## config.mk

```make
export PLATFORM = sky130hd
export DESIGN_NAME = nearest_segment_insertion_search
export DESIGN_NICKNAME = d
export VERILOG_FILES = /design/src/rtl/core/nss_pkg.sv /design/src/rtl/core/nss_datapath.sv /design/src/rtl/core/nss_control.sv /design/src/rtl/core/nearest_segment_insertion_search.sv
export SDC_FILE = /design/constraint.sdc
export NUM_CORES = 2
export LEC_CHECK = 0
export ABC_AREA = 1
export BUFFER_PORTS_ARGS = -buffer_cell sky130_fd_sc_hd__buf_2
export CELL_PAD_IN_SITES_DETAIL_PLACEMENT = 1
export CELL_PAD_IN_SITES_GLOBAL_PLACEMENT = 2
export CORE_UTILIZATION = 35
export DETAILED_ROUTE_END_ITERATION = 10
export GPL_TIMING_DRIVEN = 0
export PLACE_DENSITY = 0.82
export SLEW_MARGIN = 20
export SYNTH_ARGS = -nofsm -noshare
export SYNTH_HDL_FRONTEND = slang
export SYNTH_SLANG_ARGS = --single-unit
```

## constraint.sdc

```tcl
create_clock -name clk -period 10.79 [get_ports clk]
set_clock_uncertainty 0.1 [all_clocks]
set_input_delay 1.079 -clock clk [delete_from_list [all_inputs] [get_ports clk]]
set_output_delay 1.079 -clock clk [all_outputs]
set_load 0.1 [all_outputs]
```

## src/rtl/core/nss_pkg.sv

```systemverilog
package nss_pkg;

	localparam int COORD_W = 24;
	localparam int DIST_W = 52;
	localparam int MUL_W = 26;
	localparam int PROD_W = 2 * MUL_W;
	localparam int MAX_PARTS_DEF = 256;
	localparam int MAX_VERTICES_DEF = 65536;
	localparam int FRAC_BITS_DEF = 16;
	localparam logic [DIST_W-1:0] DIST_ALL_ONES = '1;

	typedef enum logic [0:0] {
		REG_QUERY_X = 1'b0,
		REG_QUERY_Y = 1'b1
	} reg_index_t;

	typedef struct packed {
		logic signed [COORD_W-1:0] vertex_x;
		logic signed [COORD_W-1:0] vertex_y;
		logic part_start;
		logic last_vertex;
	} item_t;

	typedef struct packed {
		logic [7:0] best_part;
		logic [15:0] best_vertex;
		logic found;
		logic [DIST_W-1:0] min_distance_sq;
	} result_t;

	typedef enum logic [4:0] {
		OP_NONE,
		OP_ACCEPT,
		OP_MDXX,
		OP_MDYY,
		OP_MUX,
		OP_MUY,
		OP_NUMADD,
		OP_CLAMP_A,
		OP_CLAMP_B,
		OP_DIVINIT,
		OP_DIVSTEP,
		OP_MDXT,
		OP_MDYT,
		OP_PY,
		OP_EXY,
		OP_MEX,
		OP_MEY,
		OP_DADD,
		OP_UPDATE,
		OP_FINISH
	} op_t;

	typedef enum logic [4:0] {
		S_IDLE,
		S_MDXX,
		S_MDYY,
		S_MUX,
		S_MUY,
		S_NUMADD,
		S_DECIDE,
		S_DIV,
		S_MDXT,
		S_MDYT,
		S_PY,
		S_EXY,
		S_MEX,
		S_MEY,
		S_DADD,
		S_UPDATE,
		S_FINISH
	} state_t;

	typedef struct packed {
		op_t op;
	} cmd_t;

	typedef struct packed {
		logic seg_now;
		logic den_zero;
		logic num_le0;
		logic num_ge_den;
	} status_t;

endpackage

```

## src/rtl/core/nss_datapath.sv

```systemverilog
module nss_datapath
	import nss_pkg::*;
#(
	parameter int MAX_PARTS = MAX_PARTS_DEF,
	parameter int MAX_VERTICES = MAX_VERTICES_DEF,
	parameter int FRAC_BITS = FRAC_BITS_DEF
) (
	input  logic clk,
	input  logic arst_n,
	input  logic cfg_we,
	input  reg_index_t cfg_index,
	input  logic [COORD_W-1:0] cfg_data,
	input  item_t item,
	input  cmd_t cmd,
	output status_t status,
	output logic done,
	output result_t result
);

	localparam int PW = (MAX_PARTS > 1) ? $clog2(MAX_PARTS) : 1;
	localparam int VW = $clog2(MAX_VERTICES);
	localparam logic signed [PROD_W-1:0] HALF = PROD_W'(1) <<< (FRAC_BITS - 1);

	logic signed [COORD_W-1:0] qx_q, qy_q, prev_x_q, prev_y_q;
	logic have_prev_q, lv_q, found_q, done_q;
	logic [PW-1:0] part_q, best_part_q;
	logic [VW-1:0] vcnt_q, best_vertex_q;
	logic [DIST_W-1:0] best_q, dist_q;
	logic signed [COORD_W-1:0] ax_q, ay_q, bx_q, by_q;
	logic signed [MUL_W-1:0] dx_q, dy_q, ux_q, uy_q, px_q, py_q, ex_q, ey_q;
	logic signed [PROD_W-1:0] prod_s1, den_q, num_q;
	logic [PROD_W-1:0] r_q, r2;
	logic [FRAC_BITS-1:0] t_q;
	logic signed [MUL_W-1:0] ma, mb;
	logic signed [PROD_W-1:0] rnd;
	result_t result_q;

	always_comb begin
		ma = '0;
		mb = '0;
		case (cmd.op)
			OP_MDXX: begin ma = dx_q; mb = dx_q; end
			OP_MDYY: begin ma = dy_q; mb = dy_q; end
			OP_MUX: begin ma = ux_q; mb = dx_q; end
			OP_MUY: begin ma = uy_q; mb = dy_q; end
			OP_MDXT: begin ma = dx_q; mb = $signed(MUL_W'(t_q)); end
			OP_MDYT: begin ma = dy_q; mb = $signed(MUL_W'(t_q)); end
			OP_MEX: begin ma = ex_q; mb = ex_q; end
			OP_MEY: begin ma = ey_q; mb = ey_q; end
			default: ;
		endcase
	end

	assign rnd = (prod_s1 + HALF) >>> FRAC_BITS;
	assign r2 = {r_q[PROD_W-2:0], 1'b0};

	assign status.seg_now = have_prev_q && !item.part_start;
	assign status.den_zero = (den_q == '0);
	assign status.num_le0 = (num_q <= 0);
	assign status.num_ge_den = (num_q >= den_q);

	always_ff @(posedge clk) begin
		prod_s1 <= ma * mb;
		case (cmd.op)
			OP_ACCEPT: begin
				ax_q <= prev_x_q;
				ay_q <= prev_y_q;
				bx_q <= item.vertex_x;
				by_q <= item.vertex_y;
				dx_q <= MUL_W'(item.vertex_x) - MUL_W'(prev_x_q);
				dy_q <= MUL_W'(item.vertex_y) - MUL_W'(prev_y_q);
				ux_q <= MUL_W'(qx_q) - MUL_W'(prev_x_q);
				uy_q <= MUL_W'(qy_q) - MUL_W'(prev_y_q);
			end
			OP_MDYY: den_q <= prod_s1;
			OP_MUX: den_q <= den_q + prod_s1;
			OP_MUY: num_q <= prod_s1;
			OP_NUMADD: num_q <= num_q + prod_s1;
			OP_CLAMP_A: begin px_q <= MUL_W'(ax_q); py_q <= MUL_W'(ay_q); end
			OP_CLAMP_B: begin px_q <= MUL_W'(bx_q); py_q <= MUL_W'(by_q); end
			OP_DIVINIT: begin r_q <= num_q; t_q <= '0; end
			OP_DIVSTEP: begin
				if (r2 >= den_q) begin
					r_q <= r2 - den_q;
					t_q <= {t_q[FRAC_BITS-2:0], 1'b1};
				end else begin
					r_q <= r2;
					t_q <= {t_q[FRAC_BITS-2:0], 1'b0};
				end
			end
			OP_MDYT: px_q <= MUL_W'(ax_q) + MUL_W'(rnd);
			OP_PY: py_q <= MUL_W'(ay_q) + MUL_W'(rnd);
			OP_EXY: begin
				ex_q <= px_q - MUL_W'(qx_q);
				ey_q <= py_q - MUL_W'(qy_q);
			end
			OP_MEY: dist_q <= DIST_W'(prod_s1);
			OP_DADD: dist_q <= dist_q + DIST_W'(prod_s1);
			OP_FINISH: begin
				if (found_q) begin
					result_q.best_part <= 8'(best_part_q);
					result_q.best_vertex <= 16'(best_vertex_q);
					result_q.found <= 1'b1;
					result_q.min_distance_sq <= best_q;
				end else begin
					result_q.best_part <= '0;
					result_q.best_vertex <= '0;
					result_q.found <= 1'b0;
					result_q.min_distance_sq <= DIST_ALL_ONES;
				end
			end
			default: ;
		endcase
	end

	always_ff @(posedge clk or negedge arst_n) begin
		if (!arst_n) begin
			qx_q <= '0;
			qy_q <= '0;
			prev_x_q <= '0;
			prev_y_q <= '0;
			have_prev_q <= 1'b0;
			lv_q <= 1'b0;
			part_q <= '0;
			vcnt_q <= '0;
			best_q <= DIST_ALL_ONES;
			best_part_q <= '0;
			best_vertex_q <= '0;
			found_q <= 1'b0;
			done_q <= 1'b0;
		end else begin
			done_q <= (cmd.op == OP_FINISH) && lv_q;
			if (cfg_we) begin
				unique case (cfg_index)
					REG_QUERY_X: qx_q <= cfg_data;
					REG_QUERY_Y: qy_q <= cfg_data;
					default: ;
				endcase
			end
			case (cmd.op)
				OP_ACCEPT: begin
					lv_q <= item.last_vertex;
					prev_x_q <= item.vertex_x;
					prev_y_q <= item.vertex_y;
					have_prev_q <= 1'b1;
					if (!have_prev_q) begin
						vcnt_q <= '0;
					end else if (item.part_start) begin
						if (part_q < PW'(MAX_PARTS - 1))
							part_q <= part_q + 1'b1;
						vcnt_q <= '0;
					end else if (vcnt_q < VW'(MAX_VERTICES - 1)) begin
						vcnt_q <= vcnt_q + 1'b1;
					end
				end
				OP_UPDATE: begin
					if (dist_q < best_q) begin
						best_q <= dist_q;
						best_part_q <= part_q;
						best_vertex_q <= vcnt_q;
						found_q <= 1'b1;
					end
				end
				OP_FINISH: begin
					if (lv_q) begin
						prev_x_q <= '0;
						prev_y_q <= '0;
						have_prev_q <= 1'b0;
						part_q <= '0;
						vcnt_q <= '0;
						best_q <= DIST_ALL_ONES;
						best_part_q <= '0;
						best_vertex_q <= '0;
						found_q <= 1'b0;
					end
				end
				default: ;
			endcase
		end
	end

	assign done = done_q;
	assign result = result_q;

endmodule

```

## src/rtl/core/nss_control.sv

```systemverilog
module nss_control
	import nss_pkg::*;
#(
	parameter int FRAC_BITS = FRAC_BITS_DEF
) (
	input  logic clk,
	input  logic arst_n,
	input  logic start,
	input  status_t status,
	output logic busy,
	output cmd_t cmd
);

	localparam int CW = $clog2(FRAC_BITS);

	state_t state_q, state_d;
	logic [CW-1:0] cnt_q;

	always_comb begin
		state_d = state_q;
		unique case (state_q)
			S_IDLE: if (start) state_d = status.seg_now ? S_MDXX : S_FINISH;
			S_MDXX: state_d = S_MDYY;
			S_MDYY: state_d = S_MUX;
			S_MUX: state_d = S_MUY;
			S_MUY: state_d = S_NUMADD;
			S_NUMADD: state_d = S_DECIDE;
			S_DECIDE: begin
				if (status.den_zero) state_d = S_FINISH;
				else if (status.num_le0 || status.num_ge_den) state_d = S_EXY;
				else state_d = S_DIV;
			end
			S_DIV: if (cnt_q == CW'(FRAC_BITS - 1)) state_d = S_MDXT;
			S_MDXT: state_d = S_MDYT;
			S_MDYT: state_d = S_PY;
			S_PY: state_d = S_EXY;
			S_EXY: state_d = S_MEX;
			S_MEX: state_d = S_MEY;
			S_MEY: state_d = S_DADD;
			S_DADD: state_d = S_UPDATE;
			S_UPDATE: state_d = S_FINISH;
			S_FINISH: state_d = S_IDLE;
			default: state_d = S_IDLE;
		endcase
	end

	always_comb begin
		cmd.op = OP_NONE;
		unique case (state_q)
			S_IDLE: if (start) cmd.op = OP_ACCEPT;
			S_MDXX: cmd.op = OP_MDXX;
			S_MDYY: cmd.op = OP_MDYY;
			S_MUX: cmd.op = OP_MUX;
			S_MUY: cmd.op = OP_MUY;
			S_NUMADD: cmd.op = OP_NUMADD;
			S_DECIDE: begin
				if (status.den_zero) cmd.op = OP_NONE;
				else if (status.num_le0) cmd.op = OP_CLAMP_A;
				else if (status.num_ge_den) cmd.op = OP_CLAMP_B;
				else cmd.op = OP_DIVINIT;
			end
			S_DIV: cmd.op = OP_DIVSTEP;
			S_MDXT: cmd.op = OP_MDXT;
			S_MDYT: cmd.op = OP_MDYT;
			S_PY: cmd.op = OP_PY;
			S_EXY: cmd.op = OP_EXY;
			S_MEX: cmd.op = OP_MEX;
			S_MEY: cmd.op = OP_MEY;
			S_DADD: cmd.op = OP_DADD;
			S_UPDATE: cmd.op = OP_UPDATE;
			S_FINISH: cmd.op = OP_FINISH;
			default: cmd.op = OP_NONE;
		endcase
	end

	assign busy = (state_q != S_IDLE);

	always_ff @(posedge clk or negedge arst_n) begin
		if (!arst_n) begin
			state_q <= S_IDLE;
			cnt_q <= '0;
		end else begin
			state_q <= state_d;
			if (state_q == S_DIV) cnt_q <= cnt_q + 1'b1;
			else cnt_q <= '0;
		end
	end

endmodule

```

## src/rtl/core/nearest_segment_insertion_search.sv

```systemverilog
// Nearest segment search: load query_x/query_y, then feed polyline vertices one
// per start pulse while busy is low. A vertex that closes no segment goes
// straight to finish; a zero-length segment finishes once its length is
// known; a clamped projection skips the bit-serial divider that an interior
// projection uses; all products go through the single shared 26x26 multiplier. On
// the vertex marked last_vertex the result shows on result for one cycle with done
// high, and must be taken then: there is no way to hold it off.
module nearest_segment_insertion_search
	import nss_pkg::*;
#(
	parameter int MAX_PARTS = MAX_PARTS_DEF,
	parameter int MAX_VERTICES = MAX_VERTICES_DEF,
	parameter int FRAC_BITS = FRAC_BITS_DEF
) (
	input  logic clk,
	input  logic arst_n,
	input  logic cfg_we,
	input  reg_index_t cfg_index,
	input  logic [COORD_W-1:0] cfg_data,
	input  logic start,
	input  item_t item,
	output logic busy,
	output logic done,
	output result_t result
);

	cmd_t cmd;
	status_t status;

	nss_control #(.FRAC_BITS(FRAC_BITS)) u_control (
		.clk(clk), .arst_n(arst_n), .start(start), .status(status),
		.busy(busy), .cmd(cmd)
	);

	nss_datapath #(
		.MAX_PARTS(MAX_PARTS), .MAX_VERTICES(MAX_VERTICES), .FRAC_BITS(FRAC_BITS)
	) u_datapath (
		.clk(clk), .arst_n(arst_n), .cfg_we(cfg_we), .cfg_index(cfg_index),
		.cfg_data(cfg_data), .item(item), .cmd(cmd), .status(status),
		.done(done), .result(result)
	);

endmodule

```

==> run metrics <==
status=complete, no violations; Place WS=-0.228 ns; sequential share of the synthesized area=28.5%; Wirelength per Cell=27.1 um; top-area cell type share of the netlist area=21.1%; CP Capture Type=flop; Die Span Y=496 um; Setup WS post-layout=0.419 ns; RSZ-0062 raised after global routing=false; GRT overflow=0; slowest CP cell=fa_1; worst path arrival time=10.92 ns; Total Wirelength=387000 um; clk_lat worst skew=0.79 ns; first-pass GRT wire length=560000 um; sum of negative setup slack=0 ns; syn nets=12200; top-count cell post-synth=nand2_1; Relative slew margins=17.8%; Hold WC Path Type=in2async; Clock Tree Root=clkbuf_16; core area=0.243 mm2; CP peak stage delay=0.78 ns; GPL Wtd Cong=1.02; row count=181; Via-to-Cell Ratio=5.40; Post-synth ARST share=24.3%; Inserted Clock Buffers=105; Max Buffers Root-to-Sink=3; period utilisation layout=96.1%; area leader, netlist=edfxtp_1; Tightest Pin Transition=1.23 ns; Critical Path RT=11.34 ns; via count=77200; Mean Syn Cell Area=7.97 um2; Tmin final=10.37 ns; Multi-input gate area=0.0527 mm2; top cells by count, synth=nand2_1 (2347), inv_1 (1907), nor2_1 (933); IO Count=158; GRT Util Overall=31.5%; clock sink total=861; pin count of the biggest net entering global routing=89; initial antenna violation count=13; flops & latches, synth=861; Cells after Synth=10700; Die ar.=0.246 mm2; startpoint types=flop; Layout area overhead=10.7%; number of global-route vias before repair=81700; Setup CP Type=reg2reg; htree depth=3; Post-DRT Antenna Nets=0; endpoints failing setup=0; EDFF count, synth=600; fmax=96.4 MHz; Ys Warns=0; Crit path top cell by count=fa_1; layout cells sized above 1=6.89%; buffers added on ports=157; Synth area leaders=edfxtp_1 (21%), fa_1 (17%), nand2_1 (10%), ha_1 (9.6%), inv_1 (8.4%); max_cap viols=0; Post-synth top flop=edfxtp_1; CP max FO=10; CTS tree=built; Final Net Count=12500; post-synthesis cell type count=70; Finished Layout Cells=14300; Initial Util=35.2%; Pre-antenna DRT Iters=5; mapped cell area=0.0854 mm2; DRC violations left=0; DP HPWL=327000 um; placed cells=14100; Worst-path clk slew=0.06 ns; Filler Cells Inserted=29400; register area=0.0244 mm2; Hold Vio Cnt, Final=0; Final Slew Violations=0; 1st-iter DRT viols=5591; die width=496 um
## layer usage
| metal | vias to the layer above | wire (um) | global-route usage, % |
|---|---|---|---|
| li1 | 35200 | - | - |
| met5 | - | 54 | 0 |
| met3 | 664 | 21100 | 4.33 |
| met1 | 39100 | 164000 | 40.0 |
| met4 | 8 | 22400 | 15.7 |
| met2 | 2221 | 180000 | 52.3 |
## timing repair
item / CTS / global route
hold buffers: 0 / 0
setup endpoints to repair: 4 / 6
setup buffers: 0 / 3
hold endpoints to repair: 0 / 0
gates resized for setup: 1 / 12
pin swaps: 0 / 2
## flip-flops by register name, summed over array words and instances (netlist names), 25 cells and up
register,cells
u_datapath.best_q,52
u_datapath.den_q,52
u_datapath.dist_q,52
u_datapath.dx_q,25
u_datapath.dy_q,25
u_datapath.ex_q,26
u_datapath.ey_q,26
u_datapath.num_q,52
u_datapath.prod_s1,52
u_datapath.px_q,26
u_datapath.py_q,26
u_datapath.r_q,51
u_datapath.result,77
u_datapath.ux_q,25
u_datapath.uy_q,25
## worst max-delay path: cells and delay by family, from the launching register on
| family | cells | cell delay [ns] |
|---|---|---|
| fa+ha+maj | 8 | 4.70 |
| buf+inv | 10 | 2.06 |
| simple gates | 8 | 1.43 |
| compound gates | 5 | 1.32 |
| flops | 1 | 0.44 |
| xor+xnor | 1 | 0.18 |
## area by class of cell
cell class,instances,share of cell area [%]
repair buffers,174,1.26
plain buffers,250,1.22
diodes,10,0.0265
inverters,1958,7.78
well taps,3202,4.24
clock buffers,138,3.09
multi-input cells,7646,55.7
clock inverters,60,0.877
flip-flops and latches,861,25.8
## path summary, 6_finish.rpt
| check | start | endpoint | slack [ns] | cells past startpoint |
|---|---|---|---|---|
| worst min-delay path | arst_n | u_datapath.vcnt_q[5] | 0.19 | 1 |
| max in group asynchronous | arst_n | u_datapath.best_q[5] | 9.43 | 2 |
| worst min register to register | u_datapath.prev_x_q[11] | u_datapath.ax_q[11] | 0.31 | 0 |
| worst max-delay path | u_control.state_q[1] | u_datapath.prod_s1[48] | 0.42 | 32 |
| min in group clk | u_datapath.prev_x_q[11] | u_datapath.ax_q[11] | 0.31 | 0 |
| worst max register to register | u_control.state_q[1] | u_datapath.prod_s1[48] | 0.42 | 32 |
## layout by cell type, fill, tap and decap left out, types with 268 or more instances in the layout
| cell type | n |
|---|---|
| o21ai_0 | 633 |
| edfxtp_1 | 600 |
| ha_1 | 653 |
| a21oi_1 | 627 |
| buf_2 | 268 |
| nand3_1 | 530 |
| nor2_1 | 931 |
| inv_1 | 1904 |
| nand2_1 | 2343 |
| fa_1 | 721 |
## kinds of logic after synthesis
family	Yosys count	synth area share, %
adders and majority gates	1376	26.5
buffers and inverters	2209	9.94
DFF	861	28.5
muxes	1	0.0117
AOI/OAI and AO/OA	1704	11.1
xor gates and xnor gates	285	2.92
and+or+nand+nor	4280	21.0
## stage by stage
| step | instance area [um2] | hold slack [ns] | util, % |
|---|---|---|---|
| 2_1_floorplan | 85400 | 0.323 | - |
| 3_3_place_gp | 90200 | 0.328 | 37.1 |
| 3_5_place_dp | 90700 | 0.333 | 37.3 |
| 4_1_cts | 94400 | 0.166 | 38.9 |
| 5_1_grt | 94500 | 0.204 | 38.9 |
| 6_report | 94600 | 0.189 | 38.9 |
Power is not shown: default switching activity piles up to over one toggle a cycle in this logic, so the estimate is an artifact.
